==> config.mk <==
export PLATFORM = sky130hd
export DESIGN_NAME = brace_template_tokenizer_flat
export DESIGN_NICKNAME = d
export VERILOG_FILES = /design/src/hdl/btt_pkg.sv /design/src/hdl/btt_in_if.sv /design/src/hdl/btt_out_if.sv /design/src/hdl/btt_kw_match.sv /design/src/hdl/btt_core.sv /design/src/hdl/brace_template_tokenizer.sv /design/src/flat_wrapper.sv
export SDC_FILE = /design/constraint.sdc
export NUM_CORES = 1
export LEC_CHECK = 0
export ABC_AREA = 1
export BUFFER_PORTS_ARGS = -buffer_cell sky130_fd_sc_hd__buf_4
export CAP_MARGIN = 15
export CELL_PAD_IN_SITES_DETAIL_PLACEMENT = 0
export CELL_PAD_IN_SITES_GLOBAL_PLACEMENT = 1
export CORE_ASPECT_RATIO = 1.4
export CORE_MARGIN = 2
export CORE_UTILIZATION = 40
export CTS_BUF_LIST = sky130_fd_sc_hd__clkbuf_4
export DETAILED_ROUTE_END_ITERATION = 6
export PLACE_DENSITY = 0.84
export SYNTH_ARGS = -nofsm -noshare
export SYNTH_HDL_FRONTEND = slang
export SYNTH_SLANG_ARGS = --single-unit
==> constraint.sdc <==
create_clock -name clk_i -period 6.6 [get_ports clk_i]
set_clock_uncertainty 0.2 [all_clocks]
set_input_delay 1.98 -clock clk_i [delete_from_list [all_inputs] [get_ports clk_i]]
set_output_delay 1.98 -clock clk_i [all_outputs]
set_load 0.005 [all_outputs]
==> src/hdl/btt_pkg.sv <==
package btt_pkg;

  localparam int KW_COUNT   = 9;
  localparam int KW_MAX_LEN = 11;
  localparam logic [3:0] NAME_SAT = 4'd12;

  localparam logic [7:0] CH_OPEN  = 8'h7B;
  localparam logic [7:0] CH_CLOSE = 8'h7D;
  localparam logic [7:0] CH_LOW_A = 8'h61;
  localparam logic [7:0] CH_LOW_Z = 8'h7A;
  localparam logic [7:0] CASE_OFS = 8'h20;

  typedef enum logic [1:0] {
    TOK_LITERAL = 2'd0,
    TOK_FIELD   = 2'd1,
    TOK_DONE    = 2'd2,
    TOK_ERROR   = 2'd3
  } tok_kind_e;

  typedef enum logic [2:0] {
    ERR_EMPTY_TEMPLATE = 3'd0,
    ERR_STRAY_CLOSE    = 3'd1,
    ERR_MISSING_CLOSE  = 3'd2,
    ERR_EMPTY_FIELD    = 3'd3,
    ERR_UNKNOWN_FIELD  = 3'd4
  } err_code_e;

  // Keyword text, right-justified: last character in the low byte.
  localparam logic [8*KW_MAX_LEN-1:0] KW_TEXT [KW_COUNT] = '{
    "TITLE", "ARTIST", "ALBUM", "ALBUMARTIST", "GENRE",
    "DATE", "TRACKNUMBER", "DISCNUMBER", "FILENAME"
  };

  localparam logic [3:0] KW_LEN [KW_COUNT] = '{
    4'd5, 4'd6, 4'd5, 4'd11, 4'd5, 4'd4, 4'd11, 4'd10, 4'd8
  };

  typedef logic [KW_COUNT-1:0] kw_mask_t;

  typedef struct packed {
    logic [7:0] char_code;
    logic       end_mark;
  } item_t;

  typedef struct packed {
    kw_mask_t   keep;
    logic       hit;
    logic [3:0] field_id;
  } kw_res_t;

  function automatic logic [7:0] kw_char(int unsigned k, logic [3:0] idx);
    int unsigned sh;
    sh = 8 * (int'(KW_LEN[k]) - 1 - int'(idx));
    return KW_TEXT[k][sh +: 8];
  endfunction

  function automatic logic [7:0] fold_upper(logic [7:0] c);
    return (c >= CH_LOW_A && c <= CH_LOW_Z) ? c - CASE_OFS : c;
  endfunction

endpackage

==> src/hdl/btt_in_if.sv <==
interface btt_in_if;
  logic       valid;
  logic       ready;
  logic [7:0] char_code;
  logic       end_mark;

  modport source (output valid, output char_code, output end_mark, input ready);
  modport sink   (input valid, input char_code, input end_mark, output ready);
endinterface

==> src/hdl/btt_out_if.sv <==
interface btt_out_if;
  logic        valid;
  logic        ready;
  logic [1:0]  token_kind;
  logic [7:0]  literal_char;
  logic [3:0]  field_id;
  logic [2:0]  error_code;
  logic [15:0] error_position;

  modport source (output valid, output token_kind, output literal_char, output field_id,
                  output error_code, output error_position, input ready);
  modport sink   (input valid, input token_kind, input literal_char, input field_id,
                  input error_code, input error_position, output ready);
endinterface

==> src/hdl/btt_kw_match.sv <==
module btt_kw_match
  import btt_pkg::*;
(
  input  logic [3:0] name_len_i,
  input  logic [7:0] char_i,
  input  kw_mask_t   cand_i,
  output kw_res_t    res_o
);

  always_comb begin
    res_o = '0;
    for (int k = 0; k < KW_COUNT; k++) begin
      res_o.keep[k] = (name_len_i < KW_LEN[k]) && (kw_char(k, name_len_i) == char_i);
    end
    // lowest matching index wins
    for (int k = KW_COUNT - 1; k >= 0; k--) begin
      if (cand_i[k] && (KW_LEN[k] == name_len_i)) begin
        res_o.hit      = 1'b1;
        res_o.field_id = 4'(k);
      end
    end
  end

endmodule

==> src/hdl/btt_core.sv <==
module btt_core
  import btt_pkg::*;
#(
  parameter int POSITION_BITS = 16
) (
  input  logic         clk_i,
  input  logic         rst_ni,
  input  logic         item_valid_i,
  input  item_t        item_i,
  output logic         item_ready_o,
  btt_out_if.source    out_o
);

  logic                     inside_q, inside_d;
  logic                     err_q, err_d;
  logic [POSITION_BITS-1:0] pos_q, pos_d;
  logic [POSITION_BITS-1:0] obp_q, obp_d;
  logic [3:0]               nlen_q, nlen_d;
  kw_mask_t                 cand_q, cand_d;

  logic        ov_q;
  tok_kind_e   kind_q, kind_d;
  logic [7:0]  lit_q, lit_d;
  logic [3:0]  fid_q, fid_d;
  err_code_e   ecode_q, ecode_d;
  logic [15:0] epos_q, epos_d;

  logic        has_res;
  logic        out_free;
  logic        go;
  logic [7:0]  up_char;
  logic [15:0] pos16, obp16;
  kw_res_t     kw;

  generate
    if (POSITION_BITS >= 16) begin : g_pos_wide
      assign pos16 = pos_q[15:0];
      assign obp16 = obp_q[15:0];
    end else begin : g_pos_narrow
      assign pos16 = {{(16-POSITION_BITS){1'b0}}, pos_q};
      assign obp16 = {{(16-POSITION_BITS){1'b0}}, obp_q};
    end
  endgenerate

  assign up_char = fold_upper(item_i.char_code);

  btt_kw_match u_kw_match (
    .name_len_i (nlen_q),
    .char_i     (up_char),
    .cand_i     (cand_q),
    .res_o      (kw)
  );

  always_comb begin
    inside_d = inside_q;
    err_d    = err_q;
    pos_d    = pos_q;
    obp_d    = obp_q;
    nlen_d   = nlen_q;
    cand_d   = cand_q;
    has_res  = 1'b0;
    kind_d   = TOK_LITERAL;
    lit_d    = '0;
    fid_d    = '0;
    ecode_d  = ERR_EMPTY_TEMPLATE;
    epos_d   = '0;

    if (item_i.end_mark) begin
      if (!err_q) begin
        has_res = 1'b1;
        if (inside_q) begin
          kind_d  = TOK_ERROR;
          ecode_d = ERR_MISSING_CLOSE;
          epos_d  = obp16;
        end else if (pos_q == '0) begin
          kind_d  = TOK_ERROR;
          ecode_d = ERR_EMPTY_TEMPLATE;
        end else begin
          kind_d  = TOK_DONE;
        end
      end
      inside_d = 1'b0;
      err_d    = 1'b0;
      pos_d    = '0;
      obp_d    = '0;
      nlen_d   = '0;
      cand_d   = '1;
    end else if (!err_q) begin
      if (pos_q != '1) pos_d = pos_q + 1'b1;
      if (!inside_q) begin
        if (item_i.char_code == CH_CLOSE) begin
          has_res = 1'b1;
          kind_d  = TOK_ERROR;
          ecode_d = ERR_STRAY_CLOSE;
          epos_d  = pos16;
          err_d   = 1'b1;
        end else if (item_i.char_code == CH_OPEN) begin
          inside_d = 1'b1;
          obp_d    = pos_q;
          nlen_d   = '0;
          cand_d   = '1;
        end else begin
          has_res = 1'b1;
          kind_d  = TOK_LITERAL;
          lit_d   = item_i.char_code;
        end
      end else if (item_i.char_code == CH_CLOSE) begin
        inside_d = 1'b0;
        has_res  = 1'b1;
        if (nlen_q == '0) begin
          kind_d  = TOK_ERROR;
          ecode_d = ERR_EMPTY_FIELD;
          epos_d  = obp16;
          err_d   = 1'b1;
        end else if (kw.hit) begin
          kind_d = TOK_FIELD;
          fid_d  = kw.field_id;
        end else begin
          kind_d  = TOK_ERROR;
          ecode_d = ERR_UNKNOWN_FIELD;
          epos_d  = obp16;
          err_d   = 1'b1;
        end
      end else begin
        cand_d = cand_q & kw.keep;
        if (nlen_q < NAME_SAT) nlen_d = nlen_q + 4'd1;
      end
    end
  end

  assign out_free     = !ov_q || out_o.ready;
  assign go           = item_valid_i && (!has_res || out_free);
  assign item_ready_o = !has_res || out_free;

  always_ff @(posedge clk_i or negedge rst_ni) begin
    if (!rst_ni) begin
      inside_q <= 1'b0;
      err_q    <= 1'b0;
      pos_q    <= '0;
      obp_q    <= '0;
      nlen_q   <= '0;
      cand_q   <= '1;
      ov_q     <= 1'b0;
    end else begin
      if (go) begin
        inside_q <= inside_d;
        err_q    <= err_d;
        pos_q    <= pos_d;
        obp_q    <= obp_d;
        nlen_q   <= nlen_d;
        cand_q   <= cand_d;
      end
      if (out_free) ov_q <= go && has_res;
    end
  end

  always_ff @(posedge clk_i) begin
    if (go && has_res && out_free) begin
      kind_q  <= kind_d;
      lit_q   <= lit_d;
      fid_q   <= fid_d;
      ecode_q <= ecode_d;
      epos_q  <= epos_d;
    end
  end

  assign out_o.valid          = ov_q;
  assign out_o.token_kind     = kind_q;
  assign out_o.literal_char   = lit_q;
  assign out_o.field_id       = fid_q;
  assign out_o.error_code     = ecode_q;
  assign out_o.error_position = epos_q;

endmodule

==> src/hdl/brace_template_tokenizer.sv <==
// Rename-template tokenizer. One character transaction per cycle enters an input
// register unless the core stalls it; from that register the tokenizer state and
// a nine-way keyword compare update and the token, if any, lands in the output
// register, so the block sustains one character per clock while tokens are taken.
// Field openings and name characters produce no token. The output register holds
// a token until taken; the input side keeps taking characters that produce no
// token while it waits. Positions count up to 2^POSITION_BITS-1 and are reported
// in 16 bits.
module brace_template_tokenizer
  import btt_pkg::*;
#(
  parameter int POSITION_BITS = 16
) (
  input  logic      clk_i,
  input  logic      rst_ni,
  btt_in_if.sink    in_i,
  btt_out_if.source out_o
);

  logic  s1_valid_q;
  item_t s1_item_q;
  logic  core_ready;

  assign in_i.ready = !s1_valid_q || core_ready;

  always_ff @(posedge clk_i or negedge rst_ni) begin
    if (!rst_ni) begin
      s1_valid_q <= 1'b0;
    end else if (in_i.ready) begin
      s1_valid_q <= in_i.valid;
    end
  end

  always_ff @(posedge clk_i) begin
    if (in_i.ready && in_i.valid) begin
      s1_item_q <= '{char_code: in_i.char_code, end_mark: in_i.end_mark};
    end
  end

  btt_core #(
    .POSITION_BITS (POSITION_BITS)
  ) u_core (
    .clk_i        (clk_i),
    .rst_ni       (rst_ni),
    .item_valid_i (s1_valid_q),
    .item_i       (s1_item_q),
    .item_ready_o (core_ready),
    .out_o        (out_o)
  );

endmodule

==> src/flat_wrapper.sv <==
// flat-port wrapper written by rule: the top's interface ports become plain ports
module brace_template_tokenizer_flat import btt_pkg::*;
#(
  parameter int POSITION_BITS = 16
)
  (clk_i, rst_ni, in_i_valid, in_i_char_code, in_i_end_mark, in_i_ready, out_o_valid, out_o_token_kind, out_o_literal_char, out_o_field_id, out_o_error_code, out_o_error_position, out_o_ready);
  btt_in_if in_i_i ();
  btt_out_if out_o_i ();
  input  logic clk_i;
  input  logic rst_ni;
  input wire logic [$bits(in_i_i.valid)-1:0] in_i_valid;
  input wire logic [$bits(in_i_i.char_code)-1:0] in_i_char_code;
  input wire logic [$bits(in_i_i.end_mark)-1:0] in_i_end_mark;
  output wire logic [$bits(in_i_i.ready)-1:0] in_i_ready;
  output wire logic [$bits(out_o_i.valid)-1:0] out_o_valid;
  output wire logic [$bits(out_o_i.token_kind)-1:0] out_o_token_kind;
  output wire logic [$bits(out_o_i.literal_char)-1:0] out_o_literal_char;
  output wire logic [$bits(out_o_i.field_id)-1:0] out_o_field_id;
  output wire logic [$bits(out_o_i.error_code)-1:0] out_o_error_code;
  output wire logic [$bits(out_o_i.error_position)-1:0] out_o_error_position;
  input wire logic [$bits(out_o_i.ready)-1:0] out_o_ready;
  assign in_i_i.valid = in_i_valid;
  assign in_i_i.char_code = in_i_char_code;
  assign in_i_i.end_mark = in_i_end_mark;
  assign in_i_ready = in_i_i.ready;
  assign out_o_valid = out_o_i.valid;
  assign out_o_token_kind = out_o_i.token_kind;
  assign out_o_literal_char = out_o_i.literal_char;
  assign out_o_field_id = out_o_i.field_id;
  assign out_o_error_code = out_o_i.error_code;
  assign out_o_error_position = out_o_i.error_position;
  assign out_o_i.ready = out_o_ready;
  brace_template_tokenizer #(.POSITION_BITS(POSITION_BITS)) u_core (.clk_i(clk_i), .rst_ni(rst_ni), .in_i(in_i_i), .out_o(out_o_i));
endmodule
==> results of run 1 <==
[metal layers]
metal | vias up | share of wire [%] | GRT usage, %
met5 | - | 0 | 0
met4 | 0 | 3.1 | 8.58
met3 | 35 | 3.9 | 2.36
met2 | 154 | 52 | 39.4
met1 | 2710 | 41 | 24.5
li1 | 2946 | - | -
[cells in the mapped netlist (all sizes together) (3+ instances only)]
cell	n	share of area [%]
nand4	24	2.4
inv	88	5.3
nor3	14	1.3
xor2	16	2.3
dfstp	9	3.7
dfrtp	40	16
buf	27	3.3
o31ai	5	0.82
nor2	85	5.2
nand3	105	8.4
a21oi	28	2.5
o22ai	12	1.2
o21ai	71	5.7
clkbuf	7	0.41
or2	3	0.29
clkinv	4	0.31
o211ai	3	0.35
edfxtp	42	20
nand2	251	15
ha	19	3.7
nor4	4	0.49
a31oi	3	0.29
[cell families after synthesis]
family                     Yosys count  share of synthesized area (%)
AOI/OAI and AO/OA                  127                           11.5
xor gates and xnor gates            18                           2.81
adders and majority gates           19                           3.70
buffers and inverters              126                           9.28
DFF                                 91                           38.9
and+or+nand+nor                    488                           33.8
[registers in the layout (all words and copies together) (netlist names)]
signal                              count
u_core.s1_item_q                        9
u_core.u_core.inside_q                  1
u_core.u_core.err_q                     1
u_core.u_core.out_o.error_code          3
u_core.u_core.out_o.valid               1
u_core.u_core.out_o.token_kind          2
u_core.u_core.out_o.literal_char        8
u_core.u_core.nlen_q                    4
u_core.u_core.obp16                    16
u_core.u_core.pos16                    16
u_core.s1_valid_q                       1
u_core.u_core.cand_q                    9
u_core.u_core.out_o.field_id            4
u_core.u_core.out_o.error_position     16
[path summary, 6_finish.rpt]
| check | endpoint |
|---|---|
| max in group asynchronous | u_core.u_core.nlen_q[0]$_DFFE_PN0P_ |
| min in group asynchronous | u_core.u_core.out_o.valid$_DFFE_PN0P_ |
| setup / recovery | in_i_ready |
| hold / removal | u_core.u_core.cand_q[1]$_DFFE_PN1P_ |
| hold reg to reg | u_core.u_core.cand_q[1]$_DFFE_PN1P_ |
| setup reg to reg | u_core.u_core.cand_q[3]$_DFFE_PN1P_ |
[cells in the final DEF, fill, tap and decap left out, types with 12 or more instances in the layout]
master and count:
a21oi_1 22, buf_4 49, dfrtp_1 40, edfxtp_1 42
ha_1 19, inv_1 82, nand2_1 240, nand3_1 102
nand4_1 23, nor2_1 82, nor3_1 12, o21ai_0 54
o21ai_1 15, o22ai_1 12, xor2_1 15
[stage by stage]
stage | utilization (%) | power [mW]
final | 44.4 | 1.63
after global routing | 44.4 | 1.74
after CTS | 44.4 | 1.64
after detailed placement | 43.3 | 1.28
after global placement | 43.3 | 1.28
after floorplan | - | 1.13
[power groups by stage]
stage / clock network (mW) / logic, mW / registers, mW
5_1_grt: 0.383 / 0.612 / 0.749
2_1_floorplan: 0 / 0.405 / 0.724
3_3_place_gp: 0 / 0.530 / 0.751
3_5_place_dp: 0 / 0.533 / 0.751
6_report: 0.356 / 0.535 / 0.739
4_1_cts: 0.367 / 0.536 / 0.739
[critical path, delay by kind of cell]
| family | cells | cell delay, ns |
|---|---|---|
| and+or+nand+nor | 3 | 0.30 |
| buffers and inverters | 3 | 0.32 |
[cell type report]
class / count / area share (%)
Clock buffer: 10 / 1.08
Clock inverter: 6 / 1.29
Inverter: 92 / 5.14
Multi-Input combinational cell: 652 / 47.8
Sequential cell: 91 / 35.9
Tap cell: 196 / 3.52
Timing Repair Buffer: 49 / 5.29
==> flow_summary.json, run 1 <==
{
  "status": "finished, final reports clean",
  "setup_tns_ns": 0,
  "antenna_found_initial": 0,
  "core-area_mm2": 0.0157,
  "gr-total-overflow": 0,
  "die_w_um": 111,
  "root_buffer": "clkbuf_4",
  "ctsHtreeMaxLevel": 3,
  "crit_top_cell": "buf_4",
  "design.die.area_mm2": 0.0171,
  "path_class": "in -> out",
  "syn_area_mm2": 0.00642,
  "multi_input_comb_area_mm2": 0.00332,
  "globalplace.congestion": 0.937,
  "register_area_mm2": 0.00250,
  "setup_slack_ns": 1.81,
  "drt-total-wl_um": 17800,
  "worstMarginPinSlew_ns": 0.849,
  "reg2reg_from": "u_core.u_core.nlen_q[0]$_DFFE_PN0P_",
  "cp_max_fo": 3,
  "cts_tree": "done",
  "grt_pass1_wl_um": 29200,
  "drive_gt1_share_pct": 13.2,
  "fp.dieH_um": 154,
  "cts_sinks": 91,
  "placed_area_mm2": 0.00679,
  "min_path_cells": 2,
  "drcViolationCount": 0,
  "wl_per_cell_um": 16.3,
  "cap_violations": 0,
  "clockBufferDepth": 2,
  "irDropWorstVdd_v": 0.000125,
  "required_ns": 4.42,
  "cts.repair.resized": 0,
  "diodes": 0,
  "clock_latency_ns": 0.45,
  "fin_nets": 927,
  "path_clk_slew_ns": 0.12,
  "post_cts_buffers": 0,
  "setup_viol_count_final": 0,
  "synth-edff-count": 42,
  "fmax_mhz": 209,
  "grt_max_degree": 50,
  "num_vias": 5845,
  "p_leak_nw": 3.08,
  "dr.pass1.iters": 5,
  "whs_ns": 0.273,
  "reg2reg_setup_slack_ns": 2.77,
  "place_inst": 1080,
  "p_clk_share_pct": 21.8,
  "p_comb_share_pct": 32.8,
  "min_period_ns": 4.79,
  "ys_warn_count": 0,
  "rsz0062_at_grt": "no",
  "power.internal_mw": 1.02,
  "worstHoldStart": "u_core.u_core.cand_q[1]$_DFFE_PN1P_",
  "cp-end-kind": "primary output",
  "hold_buffers": 0,
  "yosysSeqAreaShare_pct": 38.9,
  "max_stage_delay_ns": 0.14,
  "grt_pass1_vias": 5798,
  "num-fill-cells": 1634,
  "hpwl_um": 13200,
  "final_hold_viol_count": 0,
  "hp-class": "reg -> reg",
  "power.density_mw_per_mm2": 234,
  "postRouteAntennaNets": 0,
  "grt_util_all_layers_pct": 21.1,
  "p_switching_uw": 607,
  "cp_slowest_cell": "buf_4",
  "synth_cell_types": 51,
  "cts_made_buffers": 9,
  "slew_headroom_pct": 43.3,
  "synth_top_flop_cell": "edfxtp_1",
  "async_reset_ff_share_pct": 53.8,
  "startpoint_type": "input port",
  "cp_cell_sequence": "buf_4 > nor2_1 > nand3_2 > inv_1 > nand2_1 > buf_4",
  "place_ws_ns": 1.81,
  "syn_nets": 901,
  "io_pins": 48,
  "syn_avg_cell_area_um2": 7.38,
  "drv_slew": 0,
  "drt_iter0_drc": 364,
  "cp_data_arrival_time_ns": 2.61,
  "rows": 54,
  "viasPerCell": 5.33,
  "numPortBuffers": 47,
  "design_area_mm2": 0.00696,
  "start_util_pct": 40.9,
  "period_share_pct": 72.6,
  "swShare_pct": 37.3,
  "fin_cells": 1096,
  "seqPwrFrac_pct": 45.3,
  "synthToLayoutAreaGrowth_pct": 8.42,
  "synth_seq_cells": 91,
  "startpoint": "out_o_ready",
  "synth_cells": 869,
  "rr_worst_depth": 16
}
(Power assumes the default switching activity.)
==> run 2, diff against run 1 <==
==> constraint.sdc (replaced) <==
create_clock -name clk_i -period 4.8 [get_ports clk_i]
set_clock_uncertainty 0.2 [all_clocks]
set_input_delay 1.44 -clock clk_i [delete_from_list [all_inputs] [get_ports clk_i]]
set_output_delay 1.44 -clock clk_i [all_outputs]
set_load 0.005 [all_outputs]
==> run 2 against run 1 <==
Effect of this change: utilization grew 0.30 points; die area stayed put; hold slack got worse by 0.00070 ns; via count rose by 1.2%; combinational power grew 42%; non-clock buffer count is 3 higher; final cell count increased by 0.27%; flip-flop and latch count unchanged; routed wire length grew 0.89%; worst setup slack lost 1.1 ns; clock power grew 54%.
==> flow_summary.json, run 2 (same netlist as run 1, synthesis figures left out) <==
{
  "core-area_mm2": 0.0157,
  "hp-class": "reg -> reg",
  "final_hold_viol_count": 0,
  "globalplace.congestion": 0.935,
  "hold_buffers": 0,
  "setup_viol_count_final": 0,
  "startpoint_type": "register",
  "grt_max_degree": 50,
  "design_area_mm2": 0.00700,
  "num_vias": 5917,
  "fmax_mhz": 245,
  "drive_gt1_share_pct": 13.5,
  "power.density_mw_per_mm2": 329,
  "drcViolationCount": 0,
  "drv_slew": 0,
  "path_clk_slew_ns": 0.15,
  "setup_tns_ns": 0,
  "drt_iter0_drc": 339,
  "postRouteAntennaNets": 0,
  "cp_slowest_cell": "edfxtp_1",
  "grt_util_all_layers_pct": 21.2,
  "dr.pass1.iters": 5,
  "grt_pass1_vias": 5735,
  "fin_nets": 930,
  "required_ns": 3.16,
  "io_pins": 48,
  "mostFrequentLayoutCells": "nand2_1, nand3_1, inv_1, nor2_1, o21ai_0",
  "fp.dieH_um": 154,
  "clockBufferDepth": 2,
  "synthToLayoutAreaGrowth_pct": 9.14,
  "root_buffer": "clkbuf_4",
  "place_ws_ns": 1.08,
  "cts_made_buffers": 9,
  "cts_tree": "done",
  "grt_pass1_wl_um": 29200,
  "startpoint": "u_core.s1_item_q[1]$_DFFE_PP_",
  "hpwl_um": 13300,
  "clock_latency_ns": 0.47,
  "status": "finished, final reports clean",
  "start_util_pct": 40.9,
  "wl_per_cell_um": 16.4,
  "cp_cell_sequence": "inv_1 > nor3_2 > nand2_1 > nand3_2 > nand3_2 > inv_1 > nand2_1 > buf_4",
  "die_w_um": 111,
  "reg2reg_from": "u_core.u_core.nlen_q[1]$_DFFE_PN0P_",
  "viasPerCell": 5.38,
  "rows": 54,
  "cp-end-kind": "primary output",
  "cap_violations": 0,
  "drt-total-wl_um": 18000,
  "p_leak_nw": 3.10,
  "diodes": 0,
  "cp_max_fo": 11,
  "place_inst": 1083,
  "cp_data_arrival_time_ns": 2.44,
  "rsz0062_at_grt": "no",
  "cts.repair.resized": 0,
  "fin_cells": 1099,
  "post_cts_buffers": 0,
  "numPortBuffers": 47,
  "cts_sinks": 91,
  "rr_worst_depth": 15,
  "irDropWorstVdd_v": 0.000244,
  "worstMarginPinSlew_ns": 0.723,
  "setup_slack_ns": 0.722,
  "placed_area_mm2": 0.00682,
  "gr-total-overflow": 0,
  "slew_headroom_pct": 51.8,
  "min_period_ns": 4.08,
  "mostFrequentLayoutCell": "nand2_1",
  "ctsHtreeMaxLevel": 3,
  "path_class": "reg -> out",
  "period_share_pct": 85.0,
  "design.die.area_mm2": 0.0171,
  "antenna_found_initial": 0,
  "max_stage_delay_ns": 0.69,
  "min_path_cells": 2,
  "worstHoldStart": "u_core.u_core.cand_q[1]$_DFFE_PN1P_"
}
[run 2: cell types whose count changed in the layout (fill, tap and decap cells not counted)]
cell | before | now
buf_4 | 49 | 52
bufinv_16 | 2 | 3
clkinv_2 | 1 | 0
clkinv_4 | 2 | 1
clkinvlp_4 | 1 | 2
[run 2: per-stage QoR]
stage               hold WS, ns  power (mW)  utilization [%]
global route              0.291        2.46             44.7
CTS                       0.276        2.32             44.7
finish                    0.272        2.31             44.7
floorplan                 0.242        1.55                -
detailed placement        0.256        1.77             43.5
global placement          0.253        1.77             43.5
[run 2: layout make-up]
| cell class | instances | area, um^2 |
|---|---|---|
| clock inverters | 6 | 114 |
| multi-input cells | 652 | 3320 |
| fillers | 1635 | 8670 |
| repair buffers | 52 | 390 |
| clock buffers | 10 | 75.1 |
| well taps | 196 | 245 |
| inverters | 92 | 358 |
| flip-flops and latches | 91 | 2500 |
[run 2: power breakdown]
group / switching, mW / internal, mW / leakage, nW / total, mW
sequential: 0.0599 / 0.937 / 1.06 / 0.997
clock: 0.276 / 0.271 / 0.0932 / 0.547
combinational: 0.504 / 0.257 / 1.94 / 0.761
total: 0.840 / 1.47 / 3.10 / 2.31
[run 2: worst paths after layout]
kind | endpoint | slack [ns]
min in group asynchronous | u_core.u_core.out_o.valid$_DFFE_PN0P_ | 0.78
worst min-delay path | u_core.u_core.cand_q[1]$_DFFE_PN1P_ | 0.27
worst max register to register | u_core.u_core.cand_q[0]$_DFFE_PN1P_ | 1.26
worst min register to register | u_core.u_core.cand_q[1]$_DFFE_PN1P_ | 0.27
worst max-delay path | in_i_ready | 0.72
max in group asynchronous | u_core.u_core.nlen_q[0]$_DFFE_PN0P_ | 3.14
[run 2: worst max-delay path, delay by kind of cell, from the launching register on]
family | cells | cell delay (ns)
buffers and inverters | 3 | 0.56
and+or+nand+nor | 5 | 0.73
DFF | 1 | 0.69
[run 2: per-layer routing]
layer  global-route usage [%]  vias to the layer above  wire (um)  part of all wire (%)
met5                        0                        -          0                     0
met4                     9.64                        0        606                   3.4
met3                     2.80                       40        700                   3.9
met2                     38.7                      146       9450                    53
met1                     24.7                     2774       7220                    40
li1                         -                     2957          -                     -
